==> config.mk <==
export PLATFORM = sky130hd
export DESIGN_NAME = dec_private_mode_tracker_unit
export DESIGN_NICKNAME = d
export VERILOG_FILES = /design/src/hw/rtl/dpmt_pkg.sv /design/src/hw/rtl/dec_private_mode_tracker_unit.sv
export SDC_FILE = /design/constraint.sdc
export NUM_CORES = 1
export LEC_CHECK = 0
export BUFFER_PORTS_ARGS = -buffer_cell sky130_fd_sc_hd__buf_2
export CELL_PAD_IN_SITES_DETAIL_PLACEMENT = 0
export CELL_PAD_IN_SITES_GLOBAL_PLACEMENT = 1
export CORE_MARGIN = 10
export CORE_UTILIZATION = 40
export CTS_CLUSTER_DIAMETER = 120
export DETAILED_ROUTE_END_ITERATION = 16
export PLACE_DENSITY = 0.72
export SLEW_MARGIN = 20
export SYNTH_ARGS = -nofsm -noshare
export SYNTH_HDL_FRONTEND = slang
export SYNTH_SLANG_ARGS = --single-unit
==> constraint.sdc <==
create_clock -name aclk -period 3.8 [get_ports aclk]
set_clock_uncertainty 0.1 [all_clocks]
set_input_delay 0 -clock aclk [delete_from_list [all_inputs] [get_ports aclk]]
set_output_delay 0 -clock aclk [all_outputs]
set_load 0.05 [all_outputs]
==> src/hw/rtl/dpmt_pkg.sv <==
// Package with the constants, types and mode table of the DEC private mode tracker.
package dpmt_pkg;

    localparam int DATA_W       = 8;
    localparam int MODE_W       = 7;
    localparam int TDATA_W      = 8;
    localparam int ACC_W        = 16;
    localparam int PROD_W       = ACC_W + 4;
    localparam int MAX_PARAMS   = 16;
    localparam int NUM_MODES    = 7;
    localparam int TABLE_MODES  = 7;
    localparam int ACTIVE_MODES = (NUM_MODES < TABLE_MODES) ? NUM_MODES : TABLE_MODES;
    localparam int COUNT_W      = $clog2(MAX_PARAMS + 1);

    localparam logic [PROD_W-1:0] ACC_MAX = PROD_W'(20'hFFFF);

    localparam logic [ACC_W-1:0] MODE_TABLE [TABLE_MODES] = '{
        16'd1000, 16'd1002, 16'd1003, 16'd1004, 16'd1006, 16'd1015, 16'd2004
    };

    localparam logic [DATA_W-1:0] CH_ESC   = 8'h1B;
    localparam logic [DATA_W-1:0] CH_LBRK  = 8'h5B;
    localparam logic [DATA_W-1:0] CH_QUEST = 8'h3F;
    localparam logic [DATA_W-1:0] CH_SEMI  = 8'h3B;
    localparam logic [DATA_W-1:0] CH_ZERO  = 8'h30;
    localparam logic [DATA_W-1:0] CH_NINE  = 8'h39;
    localparam logic [DATA_W-1:0] CH_SET   = 8'h68;
    localparam logic [DATA_W-1:0] CH_RESET = 8'h6C;

    typedef enum logic [3:0] {
        PH_IDLE    = 4'b0001,
        PH_ESC     = 4'b0010,
        PH_BRACKET = 4'b0100,
        PH_PARAMS  = 4'b1000
    } phase_t;

endpackage

==> src/hw/rtl/dec_private_mode_tracker_unit.sv <==
// Top level of the DEC private mode tracker: byte parser, mode flags and stream ports.
//
// The block watches a byte stream of terminal output for ESC [ ? params h/l
// sequences and keeps the on flags of seven tracked private modes.
// Input channel: s_axis_tdata carries one byte, s_axis_tlast marks the last
// byte of a read chunk; a partial sequence is dropped after such a byte.
// Output channel: one transaction per input byte; m_axis_tdata carries the
// mode flags after that byte, m_axis_tuser is high when the byte ended a
// set or reset sequence.
// From input acceptance to output valid, the byte sits in the input register,
// and the parser update is loaded into the output register once that register
// has room (it is empty or the receiver takes its transaction).
// Throughput is one byte per cycle while the receiver does not stall; the parser
// state update is combinational, with the multiply by ten of the decimal accumulator.
// When the receiver stalls, the output register holds its transaction and
// the input register can still take one more byte before s_axis_tready drops.
// Reset clears the parser to idle, all mode flags off and both registers
// empty.
module dec_private_mode_tracker_unit (
    input  logic                        aclk,
    input  logic                        aresetn,
    input  logic                        s_axis_tvalid,
    output logic                        s_axis_tready,
    input  logic [dpmt_pkg::DATA_W-1:0] s_axis_tdata,   // [7:0] data_byte
    input  logic                        s_axis_tlast,
    output logic                        m_axis_tvalid,
    input  logic                        m_axis_tready,
    output logic [dpmt_pkg::TDATA_W-1:0] m_axis_tdata,  // [6:0] mode_flags, [7] zero
    output logic                        m_axis_tuser    // [0] sequence_applied
);

    logic                          in_valid_reg;
    logic [dpmt_pkg::DATA_W-1:0]   in_byte_reg;
    logic                          in_last_reg;
    logic                          out_valid_reg;
    logic [dpmt_pkg::TDATA_W-1:0]  out_data_reg;
    logic                          out_user_reg;

    dpmt_pkg::phase_t              phase_reg, phase_next;
    logic [dpmt_pkg::ACC_W-1:0]    acc_reg, acc_next;
    logic                          digit_seen_reg, digit_seen_next;
    logic [dpmt_pkg::COUNT_W-1:0]  count_reg, count_next;
    logic [dpmt_pkg::MODE_W-1:0]   pending_reg, pending_next;
    logic [dpmt_pkg::MODE_W-1:0]   mode_on_reg, mode_on_next;

    logic                          out_slot;
    logic                          proc_fire;
    logic                          applied;
    logic                          commit_ok;
    logic [dpmt_pkg::MODE_W-1:0]   match;
    logic [dpmt_pkg::MODE_W-1:0]   pending_commit;
    logic [dpmt_pkg::COUNT_W-1:0]  count_commit;
    logic [dpmt_pkg::PROD_W-1:0]   prod;

    assign out_slot      = !out_valid_reg || m_axis_tready;
    assign proc_fire     = in_valid_reg && out_slot;
    assign s_axis_tready = !in_valid_reg || out_slot;

    assign m_axis_tvalid = out_valid_reg;
    assign m_axis_tdata  = out_data_reg;
    assign m_axis_tuser  = out_user_reg;

    always_comb begin
        match = '0;
        for (int k = 0; k < dpmt_pkg::ACTIVE_MODES; k++) begin
            match[k] = (acc_reg == dpmt_pkg::MODE_TABLE[k]);
        end
    end

    // The digit value is the low nibble because '0' sits at 0x30.
    assign prod = ({4'b0, acc_reg} << 3) + ({4'b0, acc_reg} << 1)
                + dpmt_pkg::PROD_W'(in_byte_reg[3:0]);

    assign commit_ok      = digit_seen_reg
                          && (count_reg < dpmt_pkg::COUNT_W'(dpmt_pkg::MAX_PARAMS));
    assign pending_commit = pending_reg | (commit_ok ? match : '0);
    assign count_commit   = count_reg + dpmt_pkg::COUNT_W'(commit_ok);

    always_comb begin
        phase_next      = phase_reg;
        acc_next        = acc_reg;
        digit_seen_next = digit_seen_reg;
        count_next      = count_reg;
        pending_next    = pending_reg;
        mode_on_next    = mode_on_reg;
        applied         = 1'b0;

        case (phase_reg)
            dpmt_pkg::PH_ESC: begin
                if (in_byte_reg == dpmt_pkg::CH_ESC) begin
                    phase_next = dpmt_pkg::PH_ESC;
                end else if (in_byte_reg == dpmt_pkg::CH_LBRK) begin
                    phase_next = dpmt_pkg::PH_BRACKET;
                end else begin
                    phase_next = dpmt_pkg::PH_IDLE;
                end
            end
            dpmt_pkg::PH_BRACKET: begin
                if (in_byte_reg == dpmt_pkg::CH_QUEST) begin
                    phase_next      = dpmt_pkg::PH_PARAMS;
                    acc_next        = '0;
                    digit_seen_next = 1'b0;
                    count_next      = '0;
                    pending_next    = '0;
                end else if (in_byte_reg == dpmt_pkg::CH_ESC) begin
                    phase_next = dpmt_pkg::PH_ESC;
                end else begin
                    phase_next = dpmt_pkg::PH_IDLE;
                end
            end
            dpmt_pkg::PH_PARAMS: begin
                if (in_byte_reg inside {[dpmt_pkg::CH_ZERO:dpmt_pkg::CH_NINE]}) begin
                    acc_next        = (prod > dpmt_pkg::ACC_MAX) ? '1
                                    : prod[dpmt_pkg::ACC_W-1:0];
                    digit_seen_next = 1'b1;
                end else if (in_byte_reg == dpmt_pkg::CH_SEMI) begin
                    acc_next        = '0;
                    digit_seen_next = 1'b0;
                    count_next      = count_commit;
                    pending_next    = pending_commit;
                end else if (in_byte_reg == dpmt_pkg::CH_SET
                             || in_byte_reg == dpmt_pkg::CH_RESET) begin
                    if (in_byte_reg == dpmt_pkg::CH_SET) begin
                        mode_on_next = mode_on_reg | pending_commit;
                    end else begin
                        mode_on_next = mode_on_reg & ~pending_commit;
                    end
                    applied         = 1'b1;
                    acc_next        = '0;
                    digit_seen_next = 1'b0;
                    count_next      = '0;
                    pending_next    = '0;
                    phase_next      = dpmt_pkg::PH_IDLE;
                end else begin
                    acc_next        = '0;
                    digit_seen_next = 1'b0;
                    count_next      = '0;
                    pending_next    = '0;
                    phase_next      = (in_byte_reg == dpmt_pkg::CH_ESC)
                                    ? dpmt_pkg::PH_ESC : dpmt_pkg::PH_IDLE;
                end
            end
            default: begin
                phase_next = (in_byte_reg == dpmt_pkg::CH_ESC)
                           ? dpmt_pkg::PH_ESC : dpmt_pkg::PH_IDLE;
            end
        endcase

        if (in_last_reg) begin
            phase_next      = dpmt_pkg::PH_IDLE;
            acc_next        = '0;
            digit_seen_next = 1'b0;
            count_next      = '0;
            pending_next    = '0;
        end
    end

    always_ff @(posedge aclk) begin
        if (!aresetn) begin
            in_valid_reg   <= 1'b0;
            out_valid_reg  <= 1'b0;
            phase_reg      <= dpmt_pkg::PH_IDLE;
            acc_reg        <= '0;
            digit_seen_reg <= 1'b0;
            count_reg      <= '0;
            pending_reg    <= '0;
            mode_on_reg    <= '0;
        end else begin
            if (s_axis_tready) begin
                in_valid_reg <= s_axis_tvalid;
            end
            if (out_slot) begin
                out_valid_reg <= in_valid_reg;
            end
            if (proc_fire) begin
                phase_reg      <= phase_next;
                acc_reg        <= acc_next;
                digit_seen_reg <= digit_seen_next;
                count_reg      <= count_next;
                pending_reg    <= pending_next;
                mode_on_reg    <= mode_on_next;
            end
        end
    end

    always_ff @(posedge aclk) begin
        if (s_axis_tready && s_axis_tvalid) begin
            in_byte_reg <= s_axis_tdata;
            in_last_reg <= s_axis_tlast;
        end
        if (proc_fire) begin
            out_data_reg <= {1'b0, mode_on_next};
            out_user_reg <= applied;
        end
    end

    a_count_bound: assert property (@(posedge aclk) disable iff (!aresetn)
        count_reg <= dpmt_pkg::COUNT_W'(dpmt_pkg::MAX_PARAMS))
        else $error("Parameter count exceeds its limit.");

    a_chunk_clear: assert property (@(posedge aclk) disable iff (!aresetn)
        (proc_fire && in_last_reg) |=>
        (phase_reg == dpmt_pkg::PH_IDLE && count_reg == '0 && !digit_seen_reg
         && pending_reg == '0))
        else $error("Parser state survived the end of a chunk.");

    a_flags_hold: assert property (@(posedge aclk) disable iff (!aresetn)
        (aresetn && !(proc_fire && applied)) |=> $stable(mode_on_reg))
        else $error("Mode flags changed without a terminated sequence.");

    a_out_flags: assert property (@(posedge aclk) disable iff (!aresetn)
        proc_fire |=> (out_data_reg[dpmt_pkg::MODE_W-1:0] == mode_on_reg))
        else $error("Output flags differ from the tracked mode flags.");

endmodule
# After elaboration in Yosys (flattened, before gate mapping)
# Cells that the tools add are included.
# word_totals
regBits	59
out_inout_bits	11
# classes
bitwise_logic	5
eq_ne	19
n_mux	35
order_cmp	4
reduce_logical	14
addsub	3
# ops
cell	count
== test 16 x 10 -> 1 bit, second input constant	6
two-way mux 7 bit	10
two-way mux 16 bit	4
one-hot mux 16 bit (2 select lines)	1
== test 8 x 7 -> 1 bit, second input constant	3
adder 19 x 17 -> 20 bit	1
adder 20 x 4 -> 20 bit	1
> comparator 20 x 16 -> 1 bit, second input constant	1
two-way mux 4 bit	5
two-way mux 5 bit	4
== test 16 x 11 -> 1 bit, second input constant	1
== test 8 x 6 -> 1 bit, second input constant	2
bitwise OR 7 bit	2
one-hot mux 7 bit (2 select lines)	1
one-hot mux 4 bit (3 select lines)	1
one-hot mux 5 bit (2 select lines)	1
!= test 3 bit, second input constant	3
== test 8 x 5 -> 1 bit, second input constant	1
>= comparator 8 x 6 -> 1 bit, second input constant	1
less-or-equal comparator 8 x 6 -> 1 bit, second input constant	1
AND 7 bit	1
inverter 7 bit	1
two-way mux 3 bit	2
AND reduction 3 bit	2
other kinds (15)	24

# Longest topological paths before layout
# Gate-level depths: netlist of the first run.
# depth
depth_word	11
mapped_depth	11
ltp_nobuf	10

# Worst setup path before layout of the first run
# No wires, ideal clock.
# synth_path
path_type	reg-to-reg
start	register in_byte_reg[3] (netlist name)
end	register acc_reg[0] (netlist name)
stages_incl_launch_ff	11
setup_time_ps	126
setup_slack_ps	479
arrival_time_ps	3095
required_time_ps	3574
cell_sequence	edfxtp_1 > fa_1 > fa_1 > a211oi_2 > o211ai_1 > and2_1 > a2111o_1 > a211oi_2 > and3_2 > buf_4 > o21ai_0
# synth_between
elab_chain_len	6
# synth_lines
element	line_no	source
from (decl)	dec_private_mode_tracker_unit.sv:33	logic [dpmt_pkg::DATA_W-1:0] in_byte_reg;
from (signal assigned)	dec_private_mode_tracker_unit.sv:188	in_byte_reg <= s_axis_tdata;
adder 20 x 4 -> 20 bit	dec_private_mode_tracker_unit.sv:72	+ dpmt_pkg::PROD_W'(in_byte_reg[3:0]);
> comparator 20 x 16 -> 1 bit	dec_private_mode_tracker_unit.sv:113	acc_next = (prod > dpmt_pkg::ACC_MAX) ? '1
two-way mux 16 bit	dec_private_mode_tracker_unit.sv:113	
two-way mux 16 bit	dec_private_mode_tracker_unit.sv:112	if (in_byte_reg inside {[dpmt_pkg::CH_ZERO:dpmt_pkg::CH_NINE]}) begin
one-hot mux 16 bit (2 select lines)	dec_private_mode_tracker_unit.sv:88	case (phase_reg)
two-way mux 16 bit	dec_private_mode_tracker_unit.sv:149	if (in_last_reg) begin
to (signal assigned)	dec_private_mode_tracker_unit.sv:177	acc_reg <= acc_next;
to (decl)	dec_private_mode_tracker_unit.sv:40	logic [dpmt_pkg::ACC_W-1:0] acc_reg, acc_next;
# Several ways; a longest one is shown, not always the timed one.
# A chain may end at the register's enable or synchronous reset.

# Worst setup path after layout of the first run
# layout_path
start	register in_byte_reg[3] (netlist name)
end	register acc_reg[15] (netlist name)
# Same word-level chain as after synthesis.

==> results of run 1 <==
==> Yosys cell counts (2+ instances only) <==
library cell and count:
nor3_2 2, xnor2_1 7, a22oi_1 8, nand3_1 4, o31ai_1 8, a211oi_2 3
dfxtp_1 42, nand2_1 19, xor2_1 7, buf_2 3, a21oi_1 37, a21o_1 7
clkbuf_2 2, a41oi_1 3, o21a_1 2, nor2b_1 5, a211oi_1 5, nand4_1 6
nor2_1 33, ha_1 33, o211ai_1 4, buf_4 2, nor4_2 2, fa_1 2
inv_1 10, a31oi_1 3, nor3_1 14, a211o_1 3, mux2i_1 3, nand4bb_1 2
o21ai_0 33, clkbuf_1 8, nor4b_1 2, edfxtp_1 17, nor3b_1 3, and2_1 3
a2111o_1 2, or3_1 10
==> how the worst min path moves through the flow <==
| stage | from | end | depth (start not counted) |
|---|---|---|---|
| final | s_axis_tdata[1] | in_byte_reg[1]$_DFFE_PP_ | 2 |
| after global routing | s_axis_tdata[0] | in_byte_reg[0]$_DFFE_PP_ | 2 |
| after CTS | s_axis_tdata[6] | in_byte_reg[6]$_DFFE_PP_ | 2 |
| after detailed placement | s_axis_tdata[5] | in_byte_reg[5]$_DFFE_PP_ | 1 |
| after global placement | s_axis_tdata[1] | in_byte_reg[1]$_DFFE_PP_ | 1 |
| after floorplan | aresetn | phase_reg[0]$_SDFFE_PN1P_ | 1 |
==> power breakdown <==
part           switching [mW]  leakage [nW]  internal [mW]
registers             0.00689         0.498          0.658
clock network           0.237         0.108          0.361
logic                  0.0516          1.06         0.0279
total                   0.295          1.67           1.05
==> logic make-up after synthesis <==
| logic type | after synthesis | share of synthesized area |
|---|---|---|
| compound gates | 129 | 0.236 |
| simple gates | 117 | 0.182 |
| flops | 59 | 0.380 |
| fa+ha+maj | 35 | 0.127 |
| buf+inv | 25 | 0.0302 |
| xor+xnor | 14 | 0.0345 |
| mux | 3 | 0.00844 |
| other cells | 1 | 0.00105 |
==> area by class of cell <==
type | count | area, um^2
clock buffer | 9 | 124
sequential | 59 | 1350
clock inverter | 7 | 82.6
inverter | 10 | 37.5
multi-input combinational | 299 | 2100
fill | 869 | 4560
tap | 108 | 135
timing repair buffer | 42 | 293
==> metal layers <==
layer / up-vias / GRT usage / share of wire
li1: 1533 / - / -
met3: 12 / 0.0377 / 0.047
met1: 1431 / 0.159 / 0.46
met2: 63 / 0.214 / 0.47
met5: - / 0 / 0
met4: 0 / 0.0426 / 0.015
==> metrics.json, run 1 <==
{
  "cts_sinks": {"value": 59},
  "crit-reg2reg-launch": {"value": "in_byte_reg[3]$_DFFE_PP_"},
  "grt_overflow": {"value": 0},
  "period_needed": {"value": 3.53, "unit": "ns"},
  "instances_no_fill": {"value": 534},
  "synth.largest_area_cell": {"value": "dfxtp_1"},
  "synthTopCellsByArea": {"value": "dfxtp_1, edfxtp_1, ha_1, a21oi_1, o21ai_0"},
  "final_core_utilization": {"value": 0.475},
  "cp-end-kind": {"value": "register"},
  "vias_per_cell": {"value": 5.69},
  "num-nets-final": {"value": 469},
  "worst_hold_slack": {"value": 0.276, "unit": "ns"},
  "hp-class": {"value": "in -> reg"},
  "fin_total_pwr": {"value": 1.34, "unit": "mW"},
  "cts.root.buffer_cell": {"value": "clkbuf_8"},
  "layout_setup_ws": {"value": 0.266, "unit": "ns"},
  "max-cap-violations": {"value": 0},
  "path_delay_family": {"value": "compound AO/OA/AOI/OAI gates"},
  "std_cell_rows": {"value": 34},
  "worst_path_max_delay_cell": {"value": "fa_1"},
  "rsz0062_at_grt": {"value": "no"},
  "htree_levels": {"value": 3},
  "reg2reg_slack": {"value": 0.27, "unit": "ns"},
  "critical_path_buf_inv_count": {"value": 0},
  "initial_core_util": {"value": 0.410},
  "hpwlAfterDp": {"value": 6080, "unit": "um"},
  "outcome": {"value": "finished, final reports clean"},
  "floorplan.die_area": {"value": 13100, "unit": "um^2"},
  "vdd_drop_max": {"value": 302, "unit": "uV"},
  "gp_congestion": {"value": 0.876},
  "path_cells": {"value": "fa_1 -> fa_1 -> a211oi_2 -> o211ai_1 -> and2_1 -> a2111o_1 -> a211oi_2 -> and3_2 -> o21ai_0"},
  "clk_pin_slew_worst_paths": {"value": 0.06, "unit": "ns"},
  "syn_area": {"value": 3560, "unit": "um^2"},
  "worst_setup_path_endpoint": {"value": "acc_reg[15]$_SDFFE_PN0P_"},
  "timing.final.max_slew_violations": {"value": 0},
  "critical_path.reg2reg.endpoint": {"value": "acc_reg[15]$_SDFFE_PN0P_"},
  "max-clock-path-buffers": {"value": 2},
  "tritoncts": {"value": "done"},
  "worst-slew-pin-transition": {"value": 1.06, "unit": "ns"},
  "cts_hold_buf": {"value": 13},
  "postPlaceCellArea": {"value": 3790, "unit": "um^2"},
  "largest_register_ffs": {"value": 16},
  "totalNegativeSetupSlack": {"value": 0, "unit": "ns"},
  "most_frequent_cells_in_the_layout": {"value": "dfxtp_1, a21oi_1, o21ai_0, nor2_1, ha_1"},
  "gr-usage-all-layers": {"value": 0.130},
  "number_of_antenna_violations_at_the_first_check_in_global_routing": {"value": 0},
  "synth_flop_cell": {"value": "dfxtp_1"},
  "ant_nets": {"value": 0},
  "arrival": {"value": 3.64, "unit": "ns"},
  "synth_edf_count": {"value": 17},
  "leading_cell_type_in_the_layout_fill_and_taps_excluded": {"value": "dfxtp_1"},
  "setup_fix_buffers_added_after_clock_tree_synthesis": {"value": 0},
  "synth_warnings": {"value": 0},
  "drtPass1Iterations": {"value": 4},
  "pre_cts_ws": {"value": 0.256, "unit": "ns"},
  "detailroute.via_count": {"value": 3039},
  "area_growth": {"value": 15.9, "unit": "%"},
  "final_cell_area": {"value": 4120, "unit": "um^2"},
  "rr_worst_depth": {"value": 9},
  "die_y": {"value": 114, "unit": "um"},
  "fmaxAchievable": {"value": 283, "unit": "MHz"},
  "worstSkewPairLatency": {"value": 0.34, "unit": "ns"},
  "maximum_fanout_count_along_the_critical_path": {"value": 14},
  "powerDensity": {"value": 326, "unit": "nW/um^2"},
  "grt_first_pass_wirelength": {"value": 14100, "unit": "um"},
  "floorplan.io_pins": {"value": 24},
  "worst_ep_required_time": {"value": 3.90, "unit": "ns"},
  "n_diodes": {"value": 0},
  "final_hold_viol_count": {"value": 0},
  "routed_wirelength": {"value": 8140, "unit": "um"},
  "cts_buffer_count": {"value": 9},
  "core-area": {"value": 8680, "unit": "um^2"},
  "total_leakage_power": {"value": 1.67, "unit": "nW"},
  "post-route-period-util": {"value": 0.930},
  "postSynth.asyncResetShare": {"value": 0},
  "detail_route.drc_violations": {"value": 0},
  "proportion_of_synthesized_chip_area_in_sequential_cells": {"value": 0.380},
  "first_global_vias": {"value": 3051},
  "slew_headroom": {"value": 0.288},
  "worst_path_largest_cell_delay": {"value": 0.56, "unit": "ns"},
  "setup_viol_count_final": {"value": 0},
  "io_buffer_count": {"value": 22},
  "timing.setup.critical_path_class": {"value": "reg -> reg"},
  "synth_nets": {"value": 431},
  "drive_above_1_share": {"value": 0.138},
  "worstSetupStartpointType": {"value": "register"},
  "syn_area_per_cell": {"value": 9.29, "unit": "um^2"},
  "die_x": {"value": 114, "unit": "um"},
  "synth_top_area_frac": {"value": 0.236},
  "number_of_flip_flops_and_latches_in_the_synthesized_netlist": {"value": 59},
  "cts_resized": {"value": 0},
  "number_of_placed_instances_with_taps_included": {"value": 505},
  "startpoint": {"value": "in_byte_reg[3]$_DFFE_PP_"},
  "detail_route.iter0.violations": {"value": 129},
  "library_cells_used_by_synthesis": {"value": 62},
  "synthCells": {"value": 383},
  "crit_cells": {"value": 9},
  "wl_per_cell": {"value": 15.2, "unit": "um"},
  "grt_max_degree": {"value": 19}
}
(Power assumes the default switching activity.)
==> run 2, diff against run 1 <==
Clock period 3.8 ns to 4.01 ns, I/O delays scaled along.
==> run 2 against run 1 <==
Effect of this change:
- register-to-register slack improved by 0.17 ns
- sequential power fell by 5.1%
- first-iteration DRC count fell by 23%
- sequential share of layout area rose by 0.59 points
==> metrics.json, run 2 (synthesized netlist as in run 1, its figures left out) <==
{
  "die_x": {"value": 114, "unit": "um"},
  "number_of_antenna_violations_at_the_first_check_in_global_routing": {"value": 0},
  "rr_worst_depth": {"value": 9},
  "slew_headroom": {"value": 0.347},
  "drive_above_1_share": {"value": 0.128},
  "num-fill-cells": {"value": 848},
  "clk_network_pwr_share": {"value": 0.388},
  "detail_route.iter0.violations": {"value": 99},
  "worst-slew-pin-transition": {"value": 0.977, "unit": "ns"},
  "final_cell_area": {"value": 4050, "unit": "um^2"},
  "leading_cell_type_in_the_layout_fill_and_taps_excluded": {"value": "dfxtp_1"},
  "cts_buffer_count": {"value": 9},
  "total_leakage_power": {"value": 1.62, "unit": "nW"},
  "cts_sinks": {"value": 59},
  "vias_per_cell": {"value": 5.58},
  "worstSkewPairLatency": {"value": 0.33, "unit": "ns"},
  "floorplan.io_pins": {"value": 24},
  "htree_levels": {"value": 3},
  "outcome": {"value": "finished, final reports clean"},
  "detail_route.drc_violations": {"value": 0},
  "arrival": {"value": 3.68, "unit": "ns"},
  "area_growth": {"value": 13.8, "unit": "%"},
  "timing.final.max_slew_violations": {"value": 0},
  "timing.setup.critical_path_class": {"value": "reg -> reg"},
  "max-clock-path-buffers": {"value": 2},
  "gp_congestion": {"value": 0.855},
  "maximum_fanout_count_along_the_critical_path": {"value": 14},
  "comb_power_share": {"value": 0.064},
  "netSwitchingFraction": {"value": 0.229},
  "std_cell_rows": {"value": 34},
  "totalNegativeSetupSlack": {"value": 0, "unit": "ns"},
  "detailroute.via_count": {"value": 2958},
  "setup_viol_count_final": {"value": 0},
  "routed_wirelength": {"value": 8000, "unit": "um"},
  "max-cap-violations": {"value": 0},
  "wl_per_cell": {"value": 15.1, "unit": "um"},
  "num-nets-final": {"value": 465},
  "grt_first_pass_wirelength": {"value": 14000, "unit": "um"},
  "fin_total_pwr": {"value": 1.15, "unit": "mW"},
  "grt_overflow": {"value": 0},
  "n_diodes": {"value": 0},
  "period_needed": {"value": 3.58, "unit": "ns"},
  "final_hold_viol_count": {"value": 0},
  "total_switching_power": {"value": 0.263, "unit": "mW"},
  "first_global_vias": {"value": 2987},
  "cts_resized": {"value": 0},
  "floorplan.die_area": {"value": 13100, "unit": "um^2"},
  "io_buffer_count": {"value": 22},
  "worst_path_max_delay_cell": {"value": "fa_1"},
  "cp-end-kind": {"value": "register"},
  "tritoncts": {"value": "done"},
  "seq_power_share": {"value": 0.548},
  "layout_setup_ws": {"value": 0.432, "unit": "ns"},
  "setup_fix_buffers_added_after_clock_tree_synthesis": {"value": 0},
  "ant_nets": {"value": 0},
  "post-route-period-util": {"value": 0.892},
  "worst_path_largest_cell_delay": {"value": 0.56, "unit": "ns"},
  "gr-usage-all-layers": {"value": 0.129},
  "worst_ep_required_time": {"value": 4.11, "unit": "ns"},
  "pre_cts_ws": {"value": 0.425, "unit": "ns"},
  "powerDensity": {"value": 284, "unit": "nW/um^2"},
  "internal_power": {"value": 0.888, "unit": "mW"},
  "largest_register_ffs": {"value": 16},
  "min_path_cells": {"value": 2},
  "fmaxAchievable": {"value": 279, "unit": "MHz"},
  "cts.root.buffer_cell": {"value": "clkbuf_8"},
  "initial_core_util": {"value": 0.410},
  "vdd_drop_max": {"value": 236, "unit": "uV"},
  "instances_no_fill": {"value": 530},
  "hpwlAfterDp": {"value": 6010, "unit": "um"},
  "core-area": {"value": 8680, "unit": "um^2"},
  "most_frequent_cells_in_the_layout": {"value": "dfxtp_1, a21oi_1, o21ai_0, nor2_1, ha_1"},
  "postPlaceCellArea": {"value": 3760, "unit": "um^2"},
  "drtPass1Iterations": {"value": 4},
  "die_y": {"value": 114, "unit": "um"},
  "multiInputGateArea": {"value": 2100, "unit": "um^2"},
  "path_cells": {"value": "fa_1 -> fa_1 -> a211oi_2 -> o211ai_1 -> and2_1 -> a2111o_1 -> a211oi_2 -> and3_2 -> o21ai_0"},
  "grt_max_degree": {"value": 19},
  "ff_latch_area": {"value": 1350, "unit": "um^2"},
  "number_of_placed_instances_with_taps_included": {"value": 501},
  "rsz0062_at_grt": {"value": "no"},
  "worstSetupStartpointType": {"value": "register"},
  "clk_pin_slew_worst_paths": {"value": 0.06, "unit": "ns"},
  "hp-class": {"value": "in -> reg"}
}
-- run 2: final cells by class --
type | count | share of cell area
well taps | 108 | 0.0334
clock buffers | 13 | 0.0368
flip-flops and latches | 59 | 0.334
inverters | 10 | 0.00927
multi-input cells | 299 | 0.518
clock inverters | 3 | 0.00371
repair buffers | 38 | 0.0649
-- run 2: critical path: cells and delay by family (launching register included) --
kind	cells	cell delay, ns
adders and majority gates	2	1.06
AOI/OAI and AO/OA	5	1.25
DFF	1	0.45
and+or+nand+nor	2	0.59
-- run 2: per-layer routing --
layer | part of all wire | track usage | vias to the layer above
li1 | - | - | 1518
met1 | 0.48 | 0.158 | 1382
met2 | 0.47 | 0.212 | 49
met3 | 0.038 | 0.0393 | 9
met4 | 0.013 | 0.0418 | 0
met5 | 0 | 0 | -
-- run 2: metrics by stage --
step,util,hold slack [ns]
2_1_floorplan,-,-0.0381
5_1_grt,0.467,0.270
4_1_cts,0.467,0.258
3_3_place_gp,0.433,0.0769
6_report,0.467,0.278
3_5_place_dp,0.433,0.0788
-- run 2: timing repair --
action                                  4_1_cts  5_1_grt
hold buffers                                 13        0
hold endpoints to repair                     13        0
endpoints found under the setup margin        0        0
-- run 2: power groups by stage --
stage / registers [mW] / logic (mW) / clock network [mW]
after floorplan: 0.659 / 0.0281 / 0
after global placement: 0.643 / 0.0642 / 0
after detailed placement: 0.644 / 0.0644 / 0
after CTS: 0.631 / 0.0739 / 0.462
after global routing: 0.632 / 0.0806 / 0.493
final: 0.631 / 0.0737 / 0.447
-- run 2: final timing paths --
path	start	end	slack, ns
setup reg to reg	in_byte_reg[3]$_DFFE_PP_	acc_reg[7]$_SDFFE_PN0P_	0.43
setup / recovery	in_byte_reg[3]$_DFFE_PP_	acc_reg[7]$_SDFFE_PN0P_	0.43
hold reg to reg	digit_seen_reg$_SDFFE_PN0P_	digit_seen_reg$_SDFFE_PN0P_	0.35
hold / removal	s_axis_tdata[3]	in_byte_reg[3]$_DFFE_PP_	0.28
